### src/rtl/core/bars_pkg.sv
// Shared types and constants of the band analyzer readout sequencer.
// Depends on nothing; every other file of the block imports it.
package bars_pkg;

  // Fixed channel field widths
  localparam int unsigned SAMPLE_W   = 16;
  localparam int unsigned INDEX_W    = 3;
  localparam int unsigned CFG_ADDR_W = 3;
  localparam int unsigned CFG_DATA_W = 16;
  localparam int unsigned DELAY_W    = 16;
  localparam int unsigned PCT_W      = 7;

  localparam logic [PCT_W-1:0] PCT_FULL = 7'd100;

  // Register indexes
  localparam logic [CFG_ADDR_W-1:0] REG_RESET_PULSE     = 3'd0;
  localparam logic [CFG_ADDR_W-1:0] REG_LEAD_IN         = 3'd1;
  localparam logic [CFG_ADDR_W-1:0] REG_STROBE_PULSE    = 3'd2;
  localparam logic [CFG_ADDR_W-1:0] REG_SETTLE          = 3'd3;
  localparam logic [CFG_ADDR_W-1:0] REG_BAND_GAP        = 3'd4;
  localparam logic [CFG_ADDR_W-1:0] REG_FRAME_GAP       = 3'd5;
  localparam logic [CFG_ADDR_W-1:0] REG_BLEND_PERCENT   = 3'd6;

  // Register reset values
  localparam logic [DELAY_W-1:0] RST_RESET_PULSE     = 16'd10;
  localparam logic [DELAY_W-1:0] RST_LEAD_IN         = 16'd200;
  localparam logic [DELAY_W-1:0] RST_STROBE_PULSE    = 16'd100;
  localparam logic [DELAY_W-1:0] RST_SETTLE          = 16'd100;
  localparam logic [DELAY_W-1:0] RST_BAND_GAP        = 16'd100;
  localparam logic [DELAY_W-1:0] RST_FRAME_GAP       = 16'd1000;
  localparam logic [PCT_W-1:0]   RST_BLEND_PERCENT   = 7'd50;

  typedef enum logic [4:0] {
    PH_RESET_ON   = 5'b00001,
    PH_RESET_OFF  = 5'b00010,
    PH_STROBE_ON  = 5'b00100,
    PH_STROBE_OFF = 5'b01000,
    PH_READ       = 5'b10000
  } phase_t;

  typedef struct packed {
    logic [DELAY_W-1:0] reset_pulse;
    logic [DELAY_W-1:0] lead_in;
    logic [DELAY_W-1:0] strobe_pulse;
    logic [DELAY_W-1:0] settle;
    logic [DELAY_W-1:0] band_gap;
    logic [DELAY_W-1:0] frame_gap;
  } delays_t;

  // Per-tick control flags that ride along with the blend
  typedef struct packed {
    logic reset_level;
    logic strobe_level;
    logic band_valid;
    logic frame_done;
  } ctl_t;

  // Countdown reload: a delay of 0 behaves like 1
  function automatic logic [DELAY_W-1:0] load_delay(input logic [DELAY_W-1:0] d);
    return (d == '0) ? '0 : d - 16'd1;
  endfunction

endpackage

### src/rtl/core/bars_if.sv
// Channel interfaces of the band analyzer readout sequencer: sample in,
// result out, and configuration writes. Depends on bars_pkg.
interface bars_in_if;
  import bars_pkg::*;
  logic                valid;
  logic                ready;
  logic [SAMPLE_W-1:0] adc_sample;
  modport source (output valid, output adc_sample, input ready);
  modport sink   (input valid, input adc_sample, output ready);
endinterface

interface bars_out_if;
  import bars_pkg::*;
  logic                valid;
  logic                ready;
  logic                reset_level;
  logic                strobe_level;
  logic                band_valid;
  logic [INDEX_W-1:0]  band_index;
  logic [SAMPLE_W-1:0] band_value;
  logic                frame_done;
  modport source (output valid, output reset_level, output strobe_level,
                  output band_valid, output band_index, output band_value,
                  output frame_done, input ready);
  modport sink   (input valid, input reset_level, input strobe_level,
                  input band_valid, input band_index, input band_value,
                  input frame_done, output ready);
endinterface

interface bars_cfg_if;
  import bars_pkg::*;
  logic                  valid;
  logic                  ready;
  logic [CFG_ADDR_W-1:0] index;
  logic [CFG_DATA_W-1:0] data;
  modport source (output valid, output index, output data, input ready);
  modport sink   (input valid, input index, input data, output ready);
endinterface

### src/rtl/core/bars_phase_ctrl.sv
// Reset/strobe phase machine with per-phase countdown and band counter.
// Depends on bars_pkg.
module bars_phase_ctrl #(
  parameter int unsigned NUM_BANDS = 7
) (
  input  logic                          clk,
  input  logic                          rst,
  input  logic                          tick,
  input  bars_pkg::delays_t             delays,
  output bars_pkg::ctl_t                tick_ctl,
  output logic [((NUM_BANDS > 1) ? $clog2(NUM_BANDS) : 1)-1:0] band_idx
);
  import bars_pkg::*;

  localparam int unsigned BAND_W = (NUM_BANDS > 1) ? $clog2(NUM_BANDS) : 1;
  localparam logic [BAND_W-1:0] LAST_BAND = BAND_W'(NUM_BANDS - 1);

  phase_t             phase, phase_next;
  logic [DELAY_W-1:0] delay_left, delay_left_next;
  logic [BAND_W-1:0]  current_band, current_band_next;
  logic               reset_line, reset_line_next;
  logic               strobe_line, strobe_line_next;
  logic               read_now, last_now;

  always_comb begin
    phase_next        = phase;
    delay_left_next   = delay_left;
    current_band_next = current_band;
    reset_line_next   = reset_line;
    strobe_line_next  = strobe_line;
    read_now          = 1'b0;
    last_now          = 1'b0;
    band_idx          = '0;
    if (tick) begin
      if (delay_left != '0) begin
        delay_left_next = delay_left - 16'd1;
      end else begin
        unique case (phase)
          PH_RESET_OFF: begin
            reset_line_next = 1'b0;
            phase_next      = PH_STROBE_ON;
            delay_left_next = load_delay(delays.lead_in);
          end
          PH_STROBE_ON: begin
            strobe_line_next = 1'b1;
            phase_next       = PH_STROBE_OFF;
            delay_left_next  = load_delay(delays.strobe_pulse);
          end
          PH_STROBE_OFF: begin
            strobe_line_next = 1'b0;
            phase_next       = PH_READ;
            delay_left_next  = load_delay(delays.settle);
          end
          PH_READ: begin
            read_now = 1'b1;
            band_idx = current_band;
            if (current_band == LAST_BAND) begin
              last_now          = 1'b1;
              current_band_next = '0;
              phase_next        = PH_RESET_ON;
              delay_left_next   = load_delay(delays.frame_gap);
            end else begin
              current_band_next = current_band + BAND_W'(1);
              phase_next        = PH_STROBE_ON;
              delay_left_next   = load_delay(delays.band_gap);
            end
          end
          default: begin
            // reset-high action, also taken from any stray code
            current_band_next = '0;
            reset_line_next   = 1'b1;
            phase_next        = PH_RESET_OFF;
            delay_left_next   = load_delay(delays.reset_pulse);
          end
        endcase
      end
    end
  end

  always_comb begin
    tick_ctl.reset_level  = reset_line_next;
    tick_ctl.strobe_level = strobe_line_next;
    tick_ctl.band_valid   = read_now;
    tick_ctl.frame_done   = last_now;
  end

  always_ff @(posedge clk) begin
    if (rst) begin
      phase        <= PH_RESET_ON;
      delay_left   <= '0;
      current_band <= '0;
      reset_line   <= 1'b0;
      strobe_line  <= 1'b0;
    end else begin
      phase        <= phase_next;
      delay_left   <= delay_left_next;
      current_band <= current_band_next;
      reset_line   <= reset_line_next;
      strobe_line  <= strobe_line_next;
    end
  end

  // Strobe only rises after reset has dropped.
  a_lines_exclusive: assert property (@(posedge clk) disable iff (rst)
    !(reset_line && strobe_line))
    else $error("reset and strobe lines high together");

  a_band_in_range: assert property (@(posedge clk) disable iff (rst)
    current_band <= LAST_BAND)
    else $error("band counter past last band");

  a_frame_done_last: assert property (@(posedge clk) disable iff (rst)
    tick_ctl.frame_done |-> tick_ctl.band_valid && band_idx == LAST_BAND)
    else $error("frame done without last band read");

endmodule

### src/rtl/core/bars_blend.sv
// Three-stage smoothing pipeline with the band store: weighted products,
// divide by 100 via reciprocal, then sum. Depends on bars_pkg.
module bars_blend #(
  parameter int unsigned NUM_BANDS   = 7,
  parameter int unsigned SAMPLE_BITS = 16
) (
  input  logic                          clk,
  input  logic                          rst,
  input  logic                          in_valid,
  output logic                          in_ready,
  input  bars_pkg::ctl_t                in_ctl,
  input  logic [((NUM_BANDS > 1) ? $clog2(NUM_BANDS) : 1)-1:0] in_idx,
  input  logic [SAMPLE_BITS-1:0]        in_x,
  input  logic [bars_pkg::PCT_W-1:0]    blend_percent,
  output logic                          out_valid,
  input  logic                          out_ready,
  output bars_pkg::ctl_t                out_ctl,
  output logic [((NUM_BANDS > 1) ? $clog2(NUM_BANDS) : 1)-1:0] out_idx,
  output logic [SAMPLE_BITS-1:0]        out_value
);
  import bars_pkg::*;

  localparam int unsigned BAND_W = (NUM_BANDS > 1) ? $clog2(NUM_BANDS) : 1;
  // product x*pct stays below 2^PW
  localparam int unsigned PW  = SAMPLE_BITS + PCT_W;
  // floor(p/100) == (p*RECIP) >> RK, exact for every p below 2^PW
  localparam int unsigned RK  = PW + 7;
  localparam int unsigned RW  = RK - 6;
  localparam int unsigned PRW = PW + RW;
  localparam logic [RW-1:0] RECIP = RW'(((64'd1 << RK) + 64'd99) / 64'd100);

  logic [SAMPLE_BITS-1:0] store [NUM_BANDS];

  logic [PCT_W-1:0] alpha, beta;
  logic             s1_en, s2_en, out_en;

  logic                   s1_valid;
  ctl_t                   s1_ctl;
  logic [BAND_W-1:0]      s1_idx;
  logic [PW-1:0]          s1_px, s1_po;

  logic                   s2_valid;
  ctl_t                   s2_ctl;
  logic [BAND_W-1:0]      s2_idx;
  logic [SAMPLE_BITS-1:0] s2_qx, s2_qo;

  logic [PRW-1:0]         prod_x, prod_o;
  logic [SAMPLE_BITS:0]   sum;
  logic [SAMPLE_BITS-1:0] blended;
  logic                   store_we;

  assign alpha = (blend_percent > PCT_FULL) ? PCT_FULL : blend_percent;
  assign beta  = PCT_FULL - alpha;

  assign out_en   = !out_valid || out_ready;
  assign s2_en    = !s2_valid || out_en;
  assign s1_en    = !s1_valid || s2_en;
  assign in_ready = s1_en;

  assign prod_x = PRW'(s1_px) * PRW'(RECIP);
  assign prod_o = PRW'(s1_po) * PRW'(RECIP);

  assign sum      = (SAMPLE_BITS + 1)'(s2_qx) + (SAMPLE_BITS + 1)'(s2_qo);
  assign blended  = sum[SAMPLE_BITS] ? '1 : sum[SAMPLE_BITS-1:0];
  assign store_we = out_en && s2_valid && s2_ctl.band_valid;

  always_ff @(posedge clk) begin
    if (rst) begin
      s1_valid  <= 1'b0;
      s2_valid  <= 1'b0;
      out_valid <= 1'b0;
    end else begin
      if (s1_en)  s1_valid  <= in_valid;
      if (s2_en)  s2_valid  <= s1_valid;
      if (out_en) out_valid <= s2_valid;
    end
  end

  always_ff @(posedge clk) begin
    if (s1_en) begin
      s1_ctl <= in_ctl;
      s1_idx <= in_idx;
      s1_px  <= PW'(in_x) * PW'(alpha);
      s1_po  <= PW'(store[in_idx]) * PW'(beta);
    end
    if (s2_en) begin
      s2_ctl <= s1_ctl;
      s2_idx <= s1_idx;
      s2_qx  <= SAMPLE_BITS'(prod_x >> RK);
      s2_qo  <= SAMPLE_BITS'(prod_o >> RK);
    end
    if (out_en) begin
      out_ctl   <= s2_ctl;
      out_idx   <= s2_idx;
      out_value <= s2_ctl.band_valid ? blended : '0;
    end
  end

  // Band store is cleared at reset; a band is read again only after its
  // write-back has completed, so no bypass is needed.
  always_ff @(posedge clk) begin
    if (rst) begin
      for (int i = 0; i < NUM_BANDS; i++) store[i] <= '0;
    end else if (store_we) begin
      store[s2_idx] <= blended;
    end
  end

  a_s1_loaded: assert property (@(posedge clk) disable iff (rst)
    in_valid && in_ready |=> s1_valid)
    else $error("accepted transaction lost at stage one");

  a_no_hazard_s1: assert property (@(posedge clk) disable iff (rst)
    s1_valid && s1_ctl.band_valid && s2_valid && s2_ctl.band_valid
      |-> s1_idx != s2_idx)
    else $error("same band read before write-back");

  a_no_hazard_s2: assert property (@(posedge clk) disable iff (rst)
    s2_valid && s2_ctl.band_valid && out_valid && out_ctl.band_valid
      |-> s2_idx != out_idx)
    else $error("same band in flight twice");

endmodule

### src/rtl/core/band_analyzer_readout_sequencer.sv
// Band analyzer readout sequencer, top level. An accepted sample passes the
// stage-one, stage-two and output registers. Throughput is one transaction
// per cycle unless result.ready stalls, set by the three-stage blend pipeline.
// Reset (rst, sync, active high) loads default delays, clears the band store
// and restarts the phase machine at the reset-high action with both lines low.
// Depends on bars_pkg, bars_if, bars_phase_ctrl, bars_blend.
module band_analyzer_readout_sequencer #(
  parameter int unsigned NUM_BANDS   = 7,
  parameter int unsigned SAMPLE_BITS = 16
) (
  input  logic        clk,
  input  logic        rst,
  bars_cfg_if.sink    cfg,
  bars_in_if.sink     sample,
  bars_out_if.source  result
);
  import bars_pkg::*;

  localparam int unsigned BAND_W = (NUM_BANDS > 1) ? $clog2(NUM_BANDS) : 1;

  // Configuration registers; cfg.ready is held high, so writes are always accepted.
  delays_t          delays;
  logic [PCT_W-1:0] blend_percent;
  logic             cfg_we;

  // Per-tick control from the phase machine
  logic              tick;
  ctl_t              tick_ctl;
  logic [BAND_W-1:0] tick_idx;

  // Pipeline output
  ctl_t                   res_ctl;
  logic [BAND_W-1:0]      res_idx;
  logic [SAMPLE_BITS-1:0] res_value;

  assign cfg.ready = 1'b1;
  assign cfg_we    = cfg.valid && cfg.ready;

  always_ff @(posedge clk) begin
    if (rst) begin
      delays.reset_pulse     <= RST_RESET_PULSE;
      delays.lead_in         <= RST_LEAD_IN;
      delays.strobe_pulse    <= RST_STROBE_PULSE;
      delays.settle          <= RST_SETTLE;
      delays.band_gap        <= RST_BAND_GAP;
      delays.frame_gap       <= RST_FRAME_GAP;
      blend_percent          <= RST_BLEND_PERCENT;
    end else if (cfg_we) begin
      unique case (cfg.index)
        REG_RESET_PULSE:     delays.reset_pulse     <= cfg.data;
        REG_LEAD_IN:         delays.lead_in         <= cfg.data;
        REG_STROBE_PULSE:    delays.strobe_pulse    <= cfg.data;
        REG_SETTLE:          delays.settle          <= cfg.data;
        REG_BAND_GAP:        delays.band_gap        <= cfg.data;
        REG_FRAME_GAP:       delays.frame_gap       <= cfg.data;
        REG_BLEND_PERCENT:   blend_percent          <= cfg.data[PCT_W-1:0];
        default: ;  // unmapped index: ignored
      endcase
    end
  end

  // One accepted sample transaction is one microsecond tick.
  assign tick = sample.valid && sample.ready;

  bars_phase_ctrl #(
    .NUM_BANDS (NUM_BANDS)
  ) u_phase (
    .clk      (clk),
    .rst      (rst),
    .tick     (tick),
    .delays   (delays),
    .tick_ctl (tick_ctl),
    .band_idx (tick_idx)
  );

  // Only the low SAMPLE_BITS of the converter reading take part.
  bars_blend #(
    .NUM_BANDS   (NUM_BANDS),
    .SAMPLE_BITS (SAMPLE_BITS)
  ) u_blend (
    .clk           (clk),
    .rst           (rst),
    .in_valid      (sample.valid),
    .in_ready      (sample.ready),
    .in_ctl        (tick_ctl),
    .in_idx        (tick_idx),
    .in_x          (sample.adc_sample[SAMPLE_BITS-1:0]),
    .blend_percent (blend_percent),
    .out_valid     (result.valid),
    .out_ready     (result.ready),
    .out_ctl       (res_ctl),
    .out_idx       (res_idx),
    .out_value     (res_value)
  );

  assign result.reset_level  = res_ctl.reset_level;
  assign result.strobe_level = res_ctl.strobe_level;
  assign result.band_valid   = res_ctl.band_valid;
  assign result.frame_done   = res_ctl.frame_done;
  assign result.band_index   = INDEX_W'(res_idx);
  assign result.band_value   = SAMPLE_W'(res_value);

endmodule
### src/flat_wrapper.sv
// flat-port wrapper written by rule: the top's interface ports become plain ports
module band_analyzer_readout_sequencer_flat import bars_pkg::*;
#(
  parameter int unsigned NUM_BANDS   = 7,
  parameter int unsigned SAMPLE_BITS = 16
)
  (clk, rst, cfg_valid, cfg_index, cfg_data, cfg_ready, sample_valid, sample_adc_sample, sample_ready, result_valid, result_reset_level, result_strobe_level, result_band_valid, result_band_index, result_band_value, result_frame_done, result_ready);
  bars_cfg_if cfg_i ();
  bars_in_if sample_i ();
  bars_out_if result_i ();
  input  logic clk;
  input  logic rst;
  input wire logic [$bits(cfg_i.valid)-1:0] cfg_valid;
  input wire logic [$bits(cfg_i.index)-1:0] cfg_index;
  input wire logic [$bits(cfg_i.data)-1:0] cfg_data;
  output wire logic [$bits(cfg_i.ready)-1:0] cfg_ready;
  input wire logic [$bits(sample_i.valid)-1:0] sample_valid;
  input wire logic [$bits(sample_i.adc_sample)-1:0] sample_adc_sample;
  output wire logic [$bits(sample_i.ready)-1:0] sample_ready;
  output wire logic [$bits(result_i.valid)-1:0] result_valid;
  output wire logic [$bits(result_i.reset_level)-1:0] result_reset_level;
  output wire logic [$bits(result_i.strobe_level)-1:0] result_strobe_level;
  output wire logic [$bits(result_i.band_valid)-1:0] result_band_valid;
  output wire logic [$bits(result_i.band_index)-1:0] result_band_index;
  output wire logic [$bits(result_i.band_value)-1:0] result_band_value;
  output wire logic [$bits(result_i.frame_done)-1:0] result_frame_done;
  input wire logic [$bits(result_i.ready)-1:0] result_ready;
  assign cfg_i.valid = cfg_valid;
  assign cfg_i.index = cfg_index;
  assign cfg_i.data = cfg_data;
  assign cfg_ready = cfg_i.ready;
  assign sample_i.valid = sample_valid;
  assign sample_i.adc_sample = sample_adc_sample;
  assign sample_ready = sample_i.ready;
  assign result_valid = result_i.valid;
  assign result_reset_level = result_i.reset_level;
  assign result_strobe_level = result_i.strobe_level;
  assign result_band_valid = result_i.band_valid;
  assign result_band_index = result_i.band_index;
  assign result_band_value = result_i.band_value;
  assign result_frame_done = result_i.frame_done;
  assign result_i.ready = result_ready;
  band_analyzer_readout_sequencer #(.NUM_BANDS(NUM_BANDS), .SAMPLE_BITS(SAMPLE_BITS)) u_core (.clk(clk), .rst(rst), .cfg(cfg_i), .sample(sample_i), .result(result_i));
endmodule
### config.mk
export PLATFORM = sky130hd
export DESIGN_NAME = band_analyzer_readout_sequencer_flat
export DESIGN_NICKNAME = d
export VERILOG_FILES = /design/src/rtl/core/bars_pkg.sv /design/src/rtl/core/bars_if.sv /design/src/rtl/core/bars_phase_ctrl.sv /design/src/rtl/core/bars_blend.sv /design/src/rtl/core/band_analyzer_readout_sequencer.sv /design/src/flat_wrapper.sv
export SDC_FILE = /design/constraint.sdc
export NUM_CORES = 2
export LEC_CHECK = 0
export ABC_CLOCK_PERIOD_IN_PS = 26400
export BUFFER_PORTS_ARGS = -buffer_cell sky130_fd_sc_hd__buf_4
export CAP_MARGIN = 20
export CORE_UTILIZATION = 51
export DETAILED_ROUTE_END_ITERATION = 10
export GPL_ROUTABILITY_DRIVEN = 0
export PLACE_DENSITY = 0.69
export SLEW_MARGIN = 20
export SYNTH_ARGS = -nofsm -noshare
export SYNTH_HDL_FRONTEND = slang
export SYNTH_SLANG_ARGS = --single-unit
### constraint.sdc
create_clock -name clk -period 26.4 [get_ports clk]
set_input_delay 5.28 -clock clk [delete_from_list [all_inputs] [get_ports clk]]
set_output_delay 5.28 -clock clk [all_outputs]
set_load 0.05 [all_outputs]
# After elaboration in Yosys (flattened, before gate mapping)
# Memories as Yosys holds them, arrays and structs flattened.
# Index checks and enable logic that the tools add are counted.
[op_classes]
n_addsub = 10
n_mul = 4
magnitude_cmp = 1
eq_ne = 11
mux = 34
n_bitwise = 4
n_reduce_logical = 31
[op_table]
columns = ["op", "n"]
rows = [
  ["$mux 16", 10],
  ["$sub 16x1->16 const B", 7],
  ["$logic_not 16->1", 6],
  ["$mul 23x24->46 const B", 2],
  ["$pmux 16 s4", 1],
  ["$mul 16x7->23", 2],
  ["$pmux 5 s4", 1],
  ["$mux 3", 6],
  ["$add 16x16->17", 1],
  ["$reduce_and 2->1", 8],
  ["$reduce_bool 16->1", 1],
  ["$reduce_or 16->1", 1],
  ["$eq 3x3->1 const B", 4],
  ["$mux 1", 12],
  ["$reduce_or 3->1", 3],
  ["$gt 7x7->1 const B", 1],
  ["$mux 7", 1],
  ["$sub 7x7->7 const A", 1],
  ["$eq 3x2->1 const B", 2],
  ["$pmux 3 s2", 1],
  ["$eq 5x2->1 const B", 1],
  ["$eq 5x3->1 const B", 1],
  ["$eq 5x4->1 const B", 1],
  ["$eq 5x5->1 const B", 1],
  ["other kinds (10)", 20],
]
[word_totals]
regBits = 247
mem_bits_rw = 112
inputBits = 40
out_inout_bits = 26
word_cells = 131
memories = 1
[mem_list]
columns = ["memory", "words", "width", "rd", "rd_clocked_by_memory_dff", "write_ports", "line", "text"]
rows = [
  ["u_core.u_blend.store", 7, 16, 1, 0, 7, "bars_blend.sv:32", "logic [SAMPLE_BITS-1:0] store [NUM_BANDS];"],
]

# Logic depth before layout (Yosys ltp)
[depth]
ltp_word = 9
depth_mapped = 32
mapped_depth_nobuf = 29

# Hierarchy
# From an unflattened synthesis, not the netlist that was laid out.
[unflattened]
cells_unflattened = 4112
hier_area_um2 = 42510.8
[by_module_without_submodules]
columns = ["mod", "n_inst", "cells_per_inst", "area_per_inst_um2", "seq_area_each_um2"]
rows = [
  ["bars_blend", 1, 3216, 34660.7, 7196.9],
  ["band_analyzer_readout_sequencer", 1, 377, 4090.2, 2062.0],
  ["bars_phase_ctrl", 1, 519, 3759.9, 520.5],
]

# Worst setup path after synthesis
# Ideal clock, no wire load.
[synth_path]
path_kind = "input-to-reg"
from = "input result_ready"
to = "register u_core.u_blend.s1_po[21] (data pin)"
setup_time_ns = 0.266
arrival_ns = 13.549
slack_ns = 12.585
cell_stages = 29
path_buffers = 3
path_cell_list = "nand4b_1 > nand2_1 > or3_1 > buf_6 > nor2_8 > and2_4 > buf_8 > buf_12 > mux2_2 > a221oi_1 > nor2_1 > a21oi_2 > nand2b_1 > fa_1 > fa_1 > inv_1 > fa_1 > inv_1 > fa_1 > inv_1 > ha_1 > nand2_1 > o21ai_0 > nand4_1 > nand3_1 > o41ai_1 > o31ai_1 > o41ai_1 > xnor2_1"
[synth_via]
elab_chain_len = 7
[synth_lines]
columns = ["element", "line", "text"]
rows = [
  ["start, declared", "flat_wrapper.sv:27", "input wire logic [$bits(result_i.ready)-1:0] result_ready;"],
  ["$logic_or 1x1->1", "bars_blend.sv:55", "assign out_en = !out_valid || out_ready;"],
  ["$logic_or 1x1->1", "bars_blend.sv:56", "assign s2_en = !s2_valid || out_en;"],
  ["$logic_or 1x1->1", "bars_blend.sv:57", "assign s1_en = !s1_valid || s2_en;"],
  ["$logic_and 1x1->1", "band_analyzer_readout_sequencer.sv:63", "assign tick = sample.valid && sample.ready;"],
  ["$mux 3", "bars_phase_ctrl.sv:34", "if (tick) begin"],
  ["$mem_v2 7x16", "-", ""],
  ["$mul 16x7->23", "bars_blend.sv:84", "s1_po <= PW'(store[in_idx]) * PW'(beta);"],
  ["end signal, assigned", "bars_blend.sv:84", ""],
  ["end, declared", "bars_blend.sv:40", "logic [PW-1:0] s1_px, s1_po;"],
]
# Every way passes these cells.
# A chain may end at the register's enable or synchronous reset.

# Final worst setup path
# Ends and elaborated chain as after synthesis.

==> results.md <==
* N_diodes at 0
* Worst skew pair latency at 0.58 ns
* Fin crit period at 13.05 ns
* Status: finished clean
* Fraction of layout cells with a size suffix above 1 at 4.68%
* Post-synth EDFFs at 227
* Chip width at 288 um
* Clock buffer count from CTS at 39
* Worst path arrival time at 13.37 ns
* NumNets Final at 5503
* Total number of yosys warnings at 0
* DRC Markers at 0
* Core Rows at 104
* Largest net degree at the start of global routing at 58
* Max Cap Violations at 0
* Area of the core at 80800 um2
* CP max stage delay at 0.90 ns
* First-pass iteration count of the detailed router at 7
* Critical path type: primary input to flop
* Syn_nets at 5487
* DRT iter0 DRCs at 2043
* Post-Synthesis Cells at 4335
* GRT Total Usage at 25.9%
* Routed Antenna Nets at 0
* Synth cell types at 81
* Fmax at 0.0766 GHz
* Hold Fails Final Rpt at 0
* Avg WL per Cell at 19.2 um
* Number of global-route vias before repair at 31400
* CTS tree: yes
* #FFs+latches synth at 375
* CTS root buf: clkbuf_16
* Post-Syn Area at 41800 um2
* Crit path top cell by count: fa_1
* Setup Fix Bufs, Post-CTS at 0
* Syn Area/Cell at 9.63 um2
* # hold bufs at CTS at 0
* Global-route wire length before repair at 168000 um
* Routed wire length at 104000 um
* Die footprint at 83000 um2
* Slew margin rel. at 23.9%
* Crit-path max FO at 57
* Most frequent cells in the layout: 786 x inv_1, 583 x ha_1, 529 x fa_1
* Grt ovf at 0
* Max H-tree Level at 2
* Sinks on Clock Net at 375
* Place WS at 12.85 ns
* Worst Slack Setup Final at 13.35 ns
* Unrepaired setup endpoints after global routing: no
* Worst slew pin tran at 1.13 ns
* Final Max Slew Viols at 0
* Hold WC Path Type: flop to flop
* Die height at 288 um
* Post-CTS sizing at 0
* Initial core utilization at 51.7%
* Top_reg_cell synth: edfxtp_1
* Critical Path Slowest Stage Cell: and2_1
* CP Launch Type: primary input
* Clk buf depth at 3
* Post-DP HPWL at 83900 um
* Most used routing layer: met2
* Final setup vio count at 0
* Critical Path Sink Type: flop
* Vias at 30200
* PortBufs at 64
* Area Overhead vs Synth at 6.73%
* Met1 Usage GRT at 34.5%
* Required time of the critical path at 26.72 ns
* Via density per instance at 5.55
* Commonest non-fill, non-tap cell in the layout: inv_1
* Clk_skew at 0.0225 ns
* Grt met2 use at 43.4%
* Final TNS setup at 0 ns
* I/O Pins at 66
* Seq/Total Area, Yosys at 23.4%
* M3 GR Usage at 3.58%
* Period utilisation layout at 49.4%
* CTS clk-pin slew, worst paths at 0.07 ns
* Initial antenna violation count at 1
* Ys async rst share at 0%
[logic make-up (layout without fill, tap and decap cells)]
family / count (synthesis) / count (layout) / synth area share [%]
simple gates: 1218 / 1218 / 13.4
flops: 375 / 375 / 23.4
other cells: 1 / 1 / 0.00898
fa+ha+maj: 1112 / 1112 / 42.8
xor+xnor: 165 / 165 / 3.46
buf+inv: 896 / 943 / 8.25
compound gates: 555 / 555 / 8.31
mux: 13 / 13 / 0.351
[Yosys cell counts, types with 8 or more instances]
| library cell | number | area share [%] |
|---|---|---|
| dfxtp_1 | 148 | 7.1 |
| nand4_1 | 16 | 0.24 |
| clkbuf_1 | 85 | 0.76 |
| a211oi_1 | 24 | 0.43 |
| o211ai_1 | 11 | 0.20 |
| edfxtp_1 | 227 | 16 |
| inv_1 | 786 | 7.1 |
| a21oi_2 | 12 | 0.25 |
| nor2_1 | 290 | 2.6 |
| xor2_1 | 47 | 0.99 |
| xnor2_1 | 118 | 2.5 |
| nor4_1 | 28 | 0.42 |
| o221ai_1 | 12 | 0.25 |
| or3_1 | 10 | 0.15 |
| o21bai_1 | 8 | 0.14 |
| or2_2 | 9 | 0.13 |
| a21oi_1 | 204 | 2.4 |
| nand3b_1 | 9 | 0.16 |
| nand2_1 | 481 | 4.3 |
| nor3_1 | 71 | 0.85 |
| o21a_1 | 11 | 0.20 |
| and2_1 | 27 | 0.40 |
| a21o_1 | 45 | 0.81 |
| a31oi_1 | 29 | 0.43 |
| nor2b_1 | 54 | 0.81 |
| buf_2 | 9 | 0.11 |
| o31ai_1 | 8 | 0.14 |
| o22ai_1 | 24 | 0.36 |
| a221oi_1 | 15 | 0.31 |
| nand3_1 | 91 | 1.1 |
| fa_1 | 529 | 25 |
| mux2_2 | 12 | 0.32 |
| o21ai_0 | 99 | 1.2 |
| ha_1 | 583 | 17 |
| nand2b_1 | 41 | 0.61 |
| and3_1 | 58 | 0.87 |
[routing by layer]
metal  part of all wire, %  wire (um)  vias up
met3                   6.5       6750      204
li1                      -          -    14200
met2                    47      49000      968
met4                   3.7       3850        2
met5                0.0086          9        -
met1                    43      44600    14800
[cell type report]
class,instances,area (um2)
fill,7118,36200
multi-input combinational,3064,28600
sequential,375,9780
inverter,788,2960
tap,1060,1330
clock buffer,48,1050
timing repair buffer,83,636
clock inverter,24,259
[path summary, 6_finish.rpt]
check	from	endpoint	slack [ns]	depth (start not counted)
max	result_ready	u_core.u_blend.s1_po[21]	13.35	28
min	u_core.u_blend.s1_idx[0]	u_core.u_blend.s2_idx[0]	0.42	0
max reg2reg	u_core.blend_percent[0]	u_core.u_blend.s1_po[21]	16.78	23
min reg2reg	u_core.u_blend.s1_idx[0]	u_core.u_blend.s2_idx[0]	0.42	0
[state kept, by name (all words and copies together), names as in the netlist, 16 cells and up]
register and cells:
u_core.u_blend.out_value 16, u_core.u_blend.s1_px 23, u_core.u_blend.s2_qo 16, u_core.u_blend.s2_qx 16
u_core.u_blend.store 128, u_core.u_blend.s1_po 23, u_core.delays 96, u_core.u_phase.delay_left 16
[metrics by stage]
step                area [um2]  utilization (%)  hold slack (ns)  std cells
floorplan                41800                -            0.400       4335
CTS                      44500             55.1            0.422       5441
global placement         43200             53.5            0.402       5369
finish                   44600             55.1            0.420       5442
detailed placement       43200             53.5            0.405       5369
global route             44600             55.1            0.445       5442
[worst max-delay path: cells and delay by family]
kind	cells	cell delay [ns]
buf+inv	5	0.53
compound gates	6	1.84
simple gates	11	3.29
fa+ha+maj	5	2.29
xor+xnor	1	0.10
Power is left out: the tool's default activity adds up to more than one toggle a clock period on the data nets, which glitch-free logic cannot reach.
